--- config.mk ---
export PLATFORM = sky130hd
export DESIGN_NAME = ljea_div
export DESIGN_NICKNAME = d
export VERILOG_FILES = /design/src/hdl/assert_macros.svh /design/src/hdl/ljea_div.sv
export SDC_FILE = /design/constraint.sdc
export NUM_CORES = 1
export LEC_CHECK = 0
export ABC_AREA = 1
export BUFFER_PORTS_ARGS = -buffer_cell sky130_fd_sc_hd__buf_4
export CORE_ASPECT_RATIO = 0.75
export CORE_MARGIN = 2
export CORE_UTILIZATION = 45
export DETAILED_ROUTE_END_ITERATION = 12
export HOLD_SLACK_MARGIN = 0.15
export PLACE_DENSITY = 0.65
export SETUP_SLACK_MARGIN = 0.15
export SYNTH_ARGS = -nofsm -noshare
export SYNTH_HDL_FRONTEND = slang
export SYNTH_SLANG_ARGS = --single-unit
--- constraint.sdc ---
create_clock -name i_clk -period 23.4 [get_ports i_clk]
set_clock_uncertainty 0.2 [all_clocks]
set_input_delay 1.17 -clock i_clk [delete_from_list [all_inputs] [get_ports i_clk]]
set_output_delay 1.17 -clock i_clk [all_outputs]
set_load 0.03 [all_outputs]
--- src/hdl/assert_macros.svh ---
// Assertion macros shared by the RTL of the pair energy core.
// Depends on nothing; define SYNTH to drop all checks.
`ifndef ASSERT_MACROS_SVH
`define ASSERT_MACROS_SVH
`ifndef SYNTH
`define A_IMPL(lbl, clk, rstn, ante, cons) \
    lbl: assert property (@(posedge clk) disable iff (!rstn) (ante) |-> (cons)) \
        else $error("assertion failed");
`define A_NEXT(lbl, clk, rstn, ante, cons) \
    lbl: assert property (@(posedge clk) disable iff (!rstn) (ante) |=> (cons)) \
        else $error("assertion failed");
`else
`define A_IMPL(lbl, clk, rstn, ante, cons)
`define A_NEXT(lbl, clk, rstn, ante, cons)
`endif
`endif

--- src/hdl/ljea_div.sv ---
// Restoring divider, one quotient bit a cycle: floor(num * 2^32 / den).
// Depends on nothing; plain logic only.
`default_nettype none
module ljea_div (
    input  wire logic        i_clk,
    input  wire logic        i_rst_n,
    input  wire logic        i_start,
    input  wire logic [62:0] i_num,
    input  wire logic [63:0] i_den,
    output logic             o_done,
    output logic [63:0]      o_quot
);
    logic [63:0] r_rem, n_rem;
    logic [63:0] r_low, r_q;
    logic [63:0] r_den;
    logic [6:0]  r_cnt;
    logic        r_busy;
    logic [64:0] w_sh;

    assign w_sh  = {r_rem, r_low[63]};
    assign n_rem = (w_sh >= {1'b0, r_den}) ? 64'(w_sh - {1'b0, r_den}) : w_sh[63:0];

    // shift one numerator bit in per cycle
    always_ff @(posedge i_clk) begin
        if (!i_rst_n) begin
            r_busy <= 1'b0;
            o_done <= 1'b0;
            r_cnt  <= '0;
        end else begin
            o_done <= 1'b0;
            if (i_start) begin
                r_rem  <= {33'd0, i_num[62:32]};
                r_low  <= {i_num[31:0], 32'd0};
                r_den  <= i_den;
                r_q    <= '0;
                r_cnt  <= 7'd0;
                r_busy <= 1'b1;
            end else if (r_busy) begin
                r_rem <= n_rem;
                r_low <= {r_low[62:0], 1'b0};
                r_q   <= {r_q[62:0], w_sh >= {1'b0, r_den}};
                r_cnt <= r_cnt + 7'd1;
                if (r_cnt == 7'd63) begin
                    r_busy <= 1'b0;
                    o_done <= 1'b1;
                end
            end
        end
    end
    assign o_quot = r_q;
endmodule
`default_nettype wire

# [Word level (Yosys, flattened, before mapping)]
# Index checks and enable logic that the tools add are counted.
[classes] n_addsub=2 n_lt_le_gt_ge=1 eq_ne=1 mux=10 bitwise_logic=2 n_reduce_logical=5
[ops] op="64-bit two-way mux" n=5
[ops] op="65-bit by 64-bit greater-or-equal comparator with 1-bit output" n=1
[ops] op="64-bit subtractor" n=1
[ops] op="31-bit two-way mux" n=1
[ops] op="7-bit by 1-bit adder with 7-bit output, second input constant" n=1
[ops] op="7-bit by 6-bit == test with 1-bit output, second input constant" n=1
[ops] op="1-bit two-way mux" n=4
[ops] op="2-bit AND reduction" n=2
[ops] op="3-bit OR reduction" n=1
[ops] op="1-bit inverter" n=2
[ops] op="2-bit nonzero test" n=1
[ops] op="2-bit OR reduction" n=1
[word_totals] regBits=264 input_bits=130 output_inout_bits=65 wordCells=30

# [Depth between registers and ports, before layout]
[logic_depth] depth_word=4 mapped_depth=18 mapped_depth_nobuf=18

# [Least setup slack after synthesis]
# Ideal clock, no wire load.
[synth_timing] kind="input port to flip-flop" from="input port i_start" to="register r_q[0], in the netlist o_quot[0] (enable)" setup_time_ps=733 arrival_ps=9497 required_ps=22467 slack_ps=12970 stages=4 path_buffers=2 cell_sequence="clkbuf_1 -> inv_2 -> buf_1 -> a21oi_1"
[synth_via] elab_chain_cells=2
[synth_rtl] element="start, declared" line="ljea_div.sv:7" source="input wire logic i_start,"
[synth_rtl] element="2-bit nonzero test (no line)"
[synth_rtl] element="2-bit AND reduction (no line)"
[synth_rtl] element="end signal, assigned" line="ljea_div.sv:41" source="r_q <= {r_q[62:0], w_sh >= {1'b0, r_den}};"
[synth_rtl] element="end, declared" line="ljea_div.sv:14" source="logic [63:0] r_low, r_q;"
# Every way passes these cells.
# A chain may end at the register's enable or synchronous reset.

# [Final worst setup path]
[layout_timing] from="register r_rem[61]" to="register r_rem[45], data pin"
[layout_via] elab_chain_cells=3
[layout_rtl] element="start, declared" line="ljea_div.sv:13" source="logic [63:0] r_rem, n_rem;"
[layout_rtl] element="start signal, assigned" line="ljea_div.sv:32" source="r_rem <= {33'd0, i_num[62:32]};"
[layout_rtl] element="start signal, assigned" line="ljea_div.sv:39" source="r_rem <= n_rem;"
[layout_rtl] element="65-bit by 64-bit greater-or-equal comparator with 1-bit output" line="ljea_div.sv:21" source="assign n_rem = (w_sh >= {1'b0, r_den}) ? 64'(w_sh - {1'b0, r_den}) : w_sh[63:0];"
[layout_rtl] element="64-bit two-way mux" line="ljea_div.sv:21"
[layout_rtl] element="64-bit two-way mux" line="ljea_div.sv:38" source="end else if (r_busy) begin"
# Every way passes these cells. The select of a mux whose other input is x is not followed.

==> flow_metrics.tcl <==
set metrics [dict create \
    run_status "complete, no violations" \
    grt_usage 0.260 \
    synth.distinct_cells 35 \
    area_delta_synth_final_pct 17.4 \
    die-area_um2 35800 \
    drive_above_1_share 0.127 \
    power_density_nw_per_um2 70.3 \
    routed_wl_mm 47.5 \
    grt_pass1_wl_mm 71.4 \
    drt_first_pass_iters 5 \
    vias 13711 \
    slew_viol_final 0 \
    antenna_left 0 \
    synth_top_area_share 0.435 \
    place_congestion 0.959 \
    yosysTopAreaCell "edfxtp_1" \
    drt-initial-drc-count 1179 \
    cp_max_fo 69 \
    die_y_um 164 \
    grt_pass1_vias 12674 \
    hold_violations 0 \
    ys_seq_elements 233 \
    dp.cells 2723 \
    power.leakage_uw 0.00936 \
    syn-instance-count 2110 \
    post-cts-setup-buffers 0 \
    drc 0 \
    portBuffers 194 \
    numCtsBuffers 25 \
    cp_data_required_time_ns 23.51 \
    antenna_found_initial 0 \
    syn-num-nets 2306 \
    register_area_um2 6910 \
    cts.sinks 233 \
    cts_max_level 1 \
    vdd_ir_drop_max_uv 55.9 \
    vias_per_cell 4.95 \
    hp-start "r_cnt[6]" \
    setup_viol 0 \
    clock_path_buffers 3 \
    fmax_mhz 207 \
    clockRootBuffer "clkbuf_16" \
    nFillCells 3343 \
    syn_area_um2 15500 \
    final-instance-count-excl-fill 2768 \
    slew_headroom 0.320 \
    die_x_um 218 \
    grt_max_degree 73 \
    fin_tns_setup_ns 0 \
    multi_input_area_um2 6720 \
    tightest_slew_ns 1.02 \
    period_share 0.207 \
    cts_hold_buffers 0 \
    clk_pin_slew_ns 0.07 \
    n_antenna_cell 0 \
    worstSetupPathType "reg2reg" \
    endpoint_kind "flop" \
    synthTopCellsByArea "edfxtp_1 (44%), nand2_1 (18%), inv_1 (10%)" \
    min_path_type "reg2reg" \
    yosys_warnings 0 \
    grt-ovfl-total 0 \
    core_area_um2 33700 \
    cts_resized 0 \
    r2r_start "r_rem[61]" \
    layout_min_cycle_time_ns 4.83 \
    dp_hpwl_mm 36.7 \
    crit_start "r_rem[61]" \
    syn_area_per_cell_um2 7.32 \
    worst_setup_path_start_kind "flop" \
    wl_per_cell_um 17.2 \
    initial_utilization 0.459 \
    ios 195 \
    yosysSeqAreaShare 0.447 \
    insertion_delay_ns 0.57 \
    cap_violations 0 \
    cp.arrival_ns 4.94 \
    cts_tree "done" \
    nets 2496 \
    fp-row-count 58 \
    rsz0062_at_grt "false" \
]
==> report_power, final <==
part | switching (uW) | internal, uW
logic | 248 | 122
clock network | 172 | 222
registers | 14.6 | 497
==> synth_stat cells <==
| library cell | count |
|---|---|
| nand2_1 | 738 |
| inv_1 | 429 |
| nor2_1 | 237 |
| edfxtp_1 | 224 |
| nand3_1 | 126 |
| a21oi_1 | 68 |
| ha_1 | 65 |
| xnor2_1 | 30 |
| clkbuf_1 | 24 |
| o21ai_0 | 24 |
| nor2_2 | 23 |
| o21bai_1 | 17 |
| o21bai_2 | 16 |
| nor3_1 | 14 |
| nand4_1 | 12 |
| dfxtp_1 | 9 |
| nand3b_1 | 9 |
| inv_2 | 8 |
| buf_1 | 6 |
| buf_2 | 6 |
| xor2_1 | 6 |
| nand2_2 | 4 |
| buf_12 | 2 |
| o21ai_1 | 2 |
| a211oi_1 | 1 |
| and2_1 | 1 |
| and3_1 | 1 |
| buf_8 | 1 |
| fa_1 | 1 |
| nand2_4 | 1 |
| nand3_2 | 1 |
| nand3_4 | 1 |
| nor2_4 | 1 |
| nor3_4 | 1 |
| nor4_4 | 1 |
==> layout make-up <==
type	count	area share
flip-flops and latches	233	0.381
repair buffers	202	0.0836
well taps	450	0.0310
clock buffers	37	0.0392
multi-input cells	1401	0.370
inverters	437	0.0905
clock inverters	8	0.00435
==> sequential cells by signal, summed over array words and instances (netlist names) <==
name / flops
r_den: 64
o_done: 1
o_quot: 64
r_busy: 1
r_cnt: 7
r_low: 32
r_rem: 64
==> layer usage <==
metal / routed length (um) / part of all wire / vias to the layer above / global-route usage
met4: 874 / 0.018 / 0 / 0.0498
li1: - / - / 6895 / -
met2: 19200 / 0.41 / 485 / 0.375
met5: 0 / 0 / - / 0
met3: 3950 / 0.083 / 51 / 0.0573
met1: 23400 / 0.49 / 6280 / 0.399
==> through the flow <==
stage | util | hold slack, ns | area [um2] | power [uW] | worst slack (ns)
after global routing | 0.539 | 0.298 | 18100 | 1340 | 18.37
after CTS | 0.539 | 0.269 | 18100 | 1280 | 18.63
after floorplan | - | 0.225 | 15500 | 771 | 12.97
after detailed placement | 0.515 | 0.255 | 17300 | 885 | 18.65
after global placement | 0.515 | 0.244 | 17300 | 882 | 18.64
final | 0.539 | 0.264 | 18100 | 1280 | 18.57
==> path summary, 6_finish.rpt <==
path              depth (start not counted)        end  slack, ns
setup reg to reg                         10  r_rem[45]      18.57
hold / removal                            1     o_done       0.26
hold reg to reg                           1     o_done       0.26
setup / recovery                         10  r_rem[45]      18.57
==> kinds of logic after synthesis <==
logic type               Yosys count  share of synthesized area
AO/OA/AOI/OAI                    128                     0.0509
XOR/XNOR                          36                     0.0204
AND/OR/NAND/NOR                 1171                      0.309
flip-flops                       233                      0.447
adder cells (fa/ha/maj)           66                     0.0539
buffers and inverters            476                      0.119
==> critical path: stages (launching register included) <==
cell and delay, ns:
edfxtp_1 0.42, ha_1 0.34, inv_1 0.08, nor3_1 0.58, nand2_1 0.32, nor4_4 0.30
nand3_4 0.47, nand2_4 0.94, inv_2 0.54, nor2_1 0.28, nor2_2 0.06
==> cell usage in the layout, fill, tap and decap left out, types with 2 or more instances in the layout <==
cell type | synthesis | final
a21oi_1 | 68 | 67
xnor2_1 | 30 | 30
o21ai_1 | 2 | 2
o21ai_0 | 24 | 24
clkbuf_8 | 0 | 4
inv_2 | 8 | 9
o21bai_2 | 16 | 16
nand4_1 | 12 | 12
nor3_1 | 14 | 14
clkinv_2 | 0 | 2
clkbuf_1 | 24 | 8
clkinv_1 | 0 | 3
nand2_1 | 738 | 738
clkbuf_16 | 0 | 25
nand2_2 | 4 | 4
dfxtp_1 | 9 | 9
nand3_1 | 126 | 126
o21bai_1 | 17 | 17
xor2_1 | 6 | 6
buf_4 | 0 | 202
nor2_1 | 237 | 237
ha_1 | 65 | 65
edfxtp_1 | 224 | 224
nor2_2 | 23 | 23
nand3b_1 | 9 | 9
inv_1 | 429 | 428
Power figures use the tool's default switching activity.
