File: config.mk
export PLATFORM = sky130hd
export DESIGN_NAME = ljea_mul
export DESIGN_NICKNAME = d
export VERILOG_FILES = /design/src/hdl/ljea_pkg.sv /design/src/hdl/ljea_mul.sv
export VERILOG_INCLUDE_DIRS = /design/src /design/src/hdl
export SDC_FILE = /design/constraint.sdc
export NUM_CORES = 2
export LEC_CHECK = 0
export BUFFER_PORTS_ARGS = -buffer_cell sky130_fd_sc_hd__buf_2
export CAP_MARGIN = 30
export CORE_ASPECT_RATIO = 1.4
export CORE_MARGIN = 1.5
export CORE_UTILIZATION = 47
export DETAILED_ROUTE_END_ITERATION = 16
export GPL_TIMING_DRIVEN = 1
export PLACE_DENSITY_LB_ADDON = 0.1
export REMOVE_ABC_BUFFERS = 1
export SYNTH_ARGS = -nofsm -noshare
export SYNTH_HDL_FRONTEND = slang
export SYNTH_SLANG_ARGS = --single-unit
File: constraint.sdc
create_clock -name i_clk -period 19.75 [get_ports i_clk]
set_input_delay 0 -clock i_clk [delete_from_list [all_inputs] [get_ports i_clk]]
set_output_delay 0 -clock i_clk [all_outputs]
set_load 0.005 [all_outputs]
File: src/hdl/assert_macros.svh
// Assertion macros shared by the RTL of the pair energy core.
// Depends on nothing; define SYNTH to drop all checks.
`ifndef ASSERT_MACROS_SVH
`define ASSERT_MACROS_SVH
`ifndef SYNTH
`define A_IMPL(lbl, clk, rstn, ante, cons) \
    lbl: assert property (@(posedge clk) disable iff (!rstn) (ante) |-> (cons)) \
        else $error("assertion failed");
`define A_NEXT(lbl, clk, rstn, ante, cons) \
    lbl: assert property (@(posedge clk) disable iff (!rstn) (ante) |=> (cons)) \
        else $error("assertion failed");
`else
`define A_IMPL(lbl, clk, rstn, ante, cons)
`define A_NEXT(lbl, clk, rstn, ante, cons)
`endif
`endif

File: src/hdl/ljea_pkg.sv
// Package of the pair energy core: widths, register indexes, states.
// Depends on nothing.
`default_nettype none
package ljea_pkg;
    localparam int INDEX_BITS = 16;
    localparam int ADDR_BITS  = 6;
    localparam logic [2:0] REG_DOMAIN = 3'd0;
    localparam logic [2:0] REG_MODE   = 3'd1;
    localparam logic [2:0] REG_CUTOFF = 3'd2;
    localparam logic [2:0] REG_SIGMA  = 3'd3;
    localparam logic [2:0] REG_DEPTH  = 3'd4;
    localparam logic [1:0] MODE_NOWRAP = 2'd1;
    localparam logic [63:0] ONE  = 64'h1_0000_0000;
    localparam logic [63:0] MAXS = 64'h7FFF_FFFF_FFFF_FFFF;

    typedef struct packed {
        logic [30:0] domain_length;
        logic [1:0]  boundary_mode;
        logic [62:0] cutoff_squared;
        logic [62:0] sigma_squared;
        logic [30:0] well_depth;
    } t_cfg;

    typedef struct packed {
        logic        start;
        logic [63:0] a;
        logic [63:0] b;
    } t_mul_req;

    typedef enum logic [11:0] {
        S_IDLE = 12'b000000000001,
        S_DIST = 12'b000000000010,
        S_SQX  = 12'b000000000100,
        S_SQY  = 12'b000000001000,
        S_CUT  = 12'b000000010000,
        S_DIV  = 12'b000000100000,
        S_M1   = 12'b000001000000,
        S_M2   = 12'b000010000000,
        S_M3   = 12'b000100000000,
        S_M4   = 12'b001000000000,
        S_ACC  = 12'b010000000000,
        S_OUT  = 12'b100000000000
    } t_state;
endpackage
`default_nettype wire

File: src/hdl/ljea_mul.sv
// Serial 64x64 multiplier, one 16-bit digit of b per cycle, full product.
// Depends on ljea_pkg for the request struct and on assert_macros.svh.
`default_nettype none
`include "assert_macros.svh"
module ljea_mul (
    input  wire logic              i_clk,
    input  wire logic              i_rst_n,
    input  wire ljea_pkg::t_mul_req i_req,
    output logic                   o_done,
    output logic [127:0]           o_prod
);
    logic [63:0]  r_a, r_b;
    logic [127:0] r_acc;
    logic [2:0]   r_cnt;
    logic         r_busy;
    logic [79:0]  w_pp;

    assign w_pp = r_a * {64'd0, r_b[15:0]};

    // add one shifted partial product per cycle
    always_ff @(posedge i_clk) begin
        if (!i_rst_n) begin
            r_busy <= 1'b0;
            o_done <= 1'b0;
            r_cnt  <= '0;
        end else begin
            o_done <= 1'b0;
            if (i_req.start) begin
                r_a    <= i_req.a;
                r_b    <= i_req.b;
                r_acc  <= '0;
                r_cnt  <= '0;
                r_busy <= 1'b1;
            end else if (r_busy) begin
                r_acc <= {16'd0, r_acc[127:16]} + {w_pp, 48'd0};
                r_b   <= {16'd0, r_b[63:16]};
                r_cnt <= r_cnt + 3'd1;
                if (r_cnt == 3'd3) begin
                    r_busy <= 1'b0;
                    o_done <= 1'b1;
                end
            end
        end
    end
    assign o_prod = r_acc;

    `A_NEXT(a_mul_done_one, i_clk, i_rst_n, o_done, !o_done)
endmodule
`default_nettype wire

=== Word level (Yosys, flattened, before mapping) ===
Cells that the tools add are included.

* Equality and inequality tests: 1
* Multiply operators: 1
* Bitwise logic cells: 2
* Reductions and logical operators: 5
* Muxes and demuxes: 7
* $add $sub $neg: 2

{| class="wikitable"
|+ Operator list
! cell !! number
|-
| 112-bit by 128-bit adder with 128-bit output || 1
|-
| 128-bit two-way mux || 1
|-
| 64-bit two-way mux || 2
|-
| 64-bit by 16-bit multiplier with 80-bit output || 1
|-
| 1-bit two-way mux || 4
|-
| 2-bit AND reduction || 2
|-
| 3-bit by 1-bit adder with 3-bit output (second input constant) || 1
|-
| 3-bit by 2-bit == test with 1-bit output (second input constant) || 1
|-
| 3-bit OR reduction || 1
|-
| 1-bit inverter || 2
|-
| 2-bit nonzero test || 1
|-
| 2-bit OR reduction || 1
|}

* Word-level logic and storage cells: 24
* Output and inout port bits: 129
* Bits in registers: 261
* Input bits: 131

=== Longest topological paths before layout ===
* Depth in word-level cells: 4
* Gate-level depth with buffers: 40

=== Worst setup path before layout ===
OpenSTA, ideal clock, no wires.

* Kind: register to register
* From: register r_b[7]
* To: register r_acc[125], in the netlist o_prod[125], data pin
* Stages on the path, launching flop included: 40
* Buffers on the path: 5
* Library setup time: 0.146 ns
* Path slack: 10.716 ns
* Arrival: 8.887 ns
* Cell sequence: edfxtp_1 -> clkbuf_1 -> clkbuf_1 -> nand2_1 -> fa_1 -> inv_1 -> fa_1 -> inv_1 -> fa_1 -> inv_1 -> fa_1 -> fa_1 -> inv_1 -> fa_1 -> inv_1 -> ha_1 -> clkbuf_1 -> nand2_1 -> (+4 left out) -> o21ai_0 -> a21oi_1 -> o21bai_1 -> a21oi_1 -> xnor2_1 -> ha_1 -> clkbuf_1 -> a21o_1 -> a21oi_1 -> o21ai_0 -> a21o_1 -> a221o_1 -> o21ai_0 -> or3b_2 -> and2_1 -> clkbuf_1 -> a31o_2 -> a21oi_1

* Word-level cells in the longest chain between the ends: 3

{| class="wikitable"
|+ Ends and longest elaborated chain
! what !! line !! RTL
|-
| start: declaration || ljea_mul.sv:12 || <nowiki>logic [63:0] r_a, r_b;</nowiki>
|-
| start signal: assignment || ljea_mul.sv:30 || <nowiki>r_b <= i_req.b;</nowiki>
|-
| start signal: assignment || ljea_mul.sv:36 || <nowiki>r_b <= {16'd0, r_b[63:16]};</nowiki>
|-
| 64-bit by 16-bit multiplier with 80-bit output || ljea_mul.sv:18 || <nowiki>assign w_pp = r_a * {64'd0, r_b[15:0]};</nowiki>
|-
| 112-bit by 128-bit adder with 128-bit output || ljea_mul.sv:35 || <nowiki>r_acc <= {16'd0, r_acc[127:16]} + {w_pp, 48'd0};</nowiki>
|-
| 128-bit two-way mux || ljea_mul.sv:34 || <nowiki>end else if (r_busy) begin</nowiki>
|-
| end signal: assignment || ljea_mul.sv:35 ||
|-
| end: declaration || ljea_mul.sv:13 || <nowiki>logic [127:0] r_acc;</nowiki>
|}

Every way passes these cells. The select of a mux whose other input is x is not followed.
A chain may end at the register's enable or synchronous reset.

=== Worst setup path in the final report ===
* From: register r_b[11]
* To: register r_acc[126], in the netlist o_prod[126], data pin

Same word-level chain as after synthesis.

==> results.toml <==
[outcome]
status = "finished clean"

[sta]
fin_hold_ws_ps = 35.8
fin_tns_setup_ps = 0
hold_viol_final = 0
period_minus_slack_ps = 11160
finalSetupViolCount = 0
final_max_slew_viol_count = 0
maxSlewHeadroom_pct = 28.8
fin_worst_skew_ps = 39.3
period_share_pct = 56.5
tightest_slew_ps = 1050
rsz0062_at_grt = "false"
fmax_mhz = 89.6

[worst_setup_path]
path_common_cell = "fa_1"
critPathLaunch = "r_b[11]"
cpPeakStageDelay_ps = 710
reg2regPathDepth = 36
r2r_slack_ps = 8590
critPathKind = "flip-flop to flip-flop"
cp-end-kind = "flip-flop"
cp_data_required_time_ps = 20210
critPathLaunchType = "flip-flop"
critPathArrivalTime_ps = 11620
rr_startpoint = "r_b[11]"
critPathBufInv = 6
crit_path_end = "o_prod[126]"
rr_endpoint = "o_prod[126]"
worstPathMaxFanout = 50
path_delay_family = "compound AO/OA/AOI/OAI gates"
crit_slowest_cell = "a211oi_1"
path_depth = 36

[clock_tree]
clk_pin_slew_ps = 60
cts_tree = "done"
clockBufferDepth = 3
htree_levels = 2
cts_buffers = 34
clk-insertion-delay-late_ps = 610
cts.sinks = 261
root_buffer = "clkbuf_16"

[detailed_routing]
wl_um = 141000
drtIter0Drc = 2221
detail_route.wl_per_cell_um = 22.0
firstDrtPassIters = 5
drc_errors = 0
via_per_inst = 5.54
num_vias = 35500
antenna_left = 0

[synthesis]
netlist_area_um2 = 45500
synth_cell_type_count = 78
synth_edf_count = 256
seq_area_frac_synth_pct = 17.1
syn_inst = 4922
synth-main-ff-cell = "edfxtp_1"
avgSynthCellArea_um2 = 9.24
yosys_warnings = 0
synth_seq_cells = 261
async_flop_share_pct = 0

[floorplan]
start_util_pct = 47.6
die_h_um = 371
rows = 134
die_w_um = 266
core_area_um2 = 95600
die_area_um2 = 98700
num_io_pins = 260

[grt]
grt_pass1_wl_um = 221000
grtUsageTotal_pct = 29.4
antenna_found_initial = 11
grt_pass1_vias = 38500
grt_max_degree = 83
grt_overflow = 0

[placement]
dp_hpwl_um = 111000
dp_cells = 6187
port_buffers = 259
gp_congestion = 0.979

[finish]
final.fill_count = 9015
drive_above_1_share_pct = 8.20
layout_common_cells = "878 x nand2_1, 872 x inv_1, 867 x fa_1"
finalNetCount = 6385
area_growth_pct = 10.8
final_cells = 6412
layout_commonest_cell = "nand2_1"

[min_path]
hold_path.class = "primary input to flip-flop"

[run]
drv_cap = 0
## how the worst min path moves through the flow
stage	cells past startpoint	startpoint	endpoint
finish	2	i_req[128]	r_b[4]
global placement	1	i_req[111]	r_a[47]
global route	2	i_req[128]	r_b[13]
floorplan	0	i_req[64]	r_a[0]
detailed placement	1	i_req[107]	r_a[43]
CTS	2	i_req[128]	r_b[38]
## cell families after synthesis
group                    count (synthesis)  share of synthesized area (%)
AO/OA/AOI/OAI                          571                           7.85
multiplexers                            55                           1.35
flip-flops                             261                           17.1
buffers and inverters                 1131                           9.38
AND/OR/NAND/NOR                       1680                           17.4
adder cells (fa/ha/maj)               1095                           44.4
XOR/XNOR                               129                           2.48
## registers in the layout, summed over array words and instances (netlist names)
register / count
o_done: 1
r_cnt: 3
r_a: 64
o_prod: 128
r_busy: 1
r_b: 64
## per-layer routing
layer	part of all wire (%)	global-route usage, %	up-vias
li1	-	-	15800
met2	53	54.2	1050
met1	37	34.2	18400
met5	0.040	0	-
met4	4.6	12.7	8
met3	4.9	3.69	334
## area by class of cell
| type | instances | area, um^2 | share of cell area [%] |
|---|---|---|---|
| sequential | 261 | 7790 | 15.5 |
| clock buffer | 41 | 887 | 1.76 |
| inverter | 872 | 3270 | 6.50 |
| antenna | 3 | 7.51 | 0.0149 |
| timing repair buffer | 460 | 3230 | 6.42 |
| multi-input combinational | 3530 | 33400 | 66.4 |
| clock inverter | 21 | 220 | 0.437 |
| tap | 1224 | 1530 | 3.04 |
## repair_timing
| action | in CTS | in global routing |
|---|---|---|
| gates resized for setup | 0 | 0 |
| setup buffers | 0 | 0 |
| setup endpoints to repair | 0 | 0 |
| hold endpoints to repair | 146 | 0 |
| hold buffers | 160 | 0 |
## cell usage after synthesis (17+ instances only)
master,n,area share (%)
nor2_1,172,1.4
xor2_1,54,1.0
o211ai_1,19,0.31
and2_1,354,4.9
xnor2_1,75,1.4
edfxtp_1,256,17
nand2_1,878,7.2
nand4_1,54,0.74
mux2_2,50,1.2
and3_1,20,0.28
or3_1,17,0.23
nand3_1,29,0.32
a21o_1,55,0.91
inv_1,872,7.2
ha_1,228,6.3
a21oi_1,209,2.3
clkbuf_1,240,2.0
nor2b_1,60,0.83
o21ai_0,119,1.3
o21bai_1,24,0.40
nor3_1,32,0.35
fa_1,867,38
o21a_1,22,0.36
## per-stage QoR
| stage | setup slack (ps) | cell area (um^2) | util, % |
|---|---|---|---|
| global route | 7890 | 50400 | 52.7 |
| global placement | 8820 | 47600 | 49.8 |
| CTS | 8730 | 50400 | 52.7 |
| detailed placement | 8820 | 47700 | 49.9 |
| finish | 8590 | 50400 | 52.7 |
| floorplan | 10450 | 44500 | - |
Power is not shown: default switching activity piles up to over one toggle a cycle in this logic, so the estimate is an artifact.
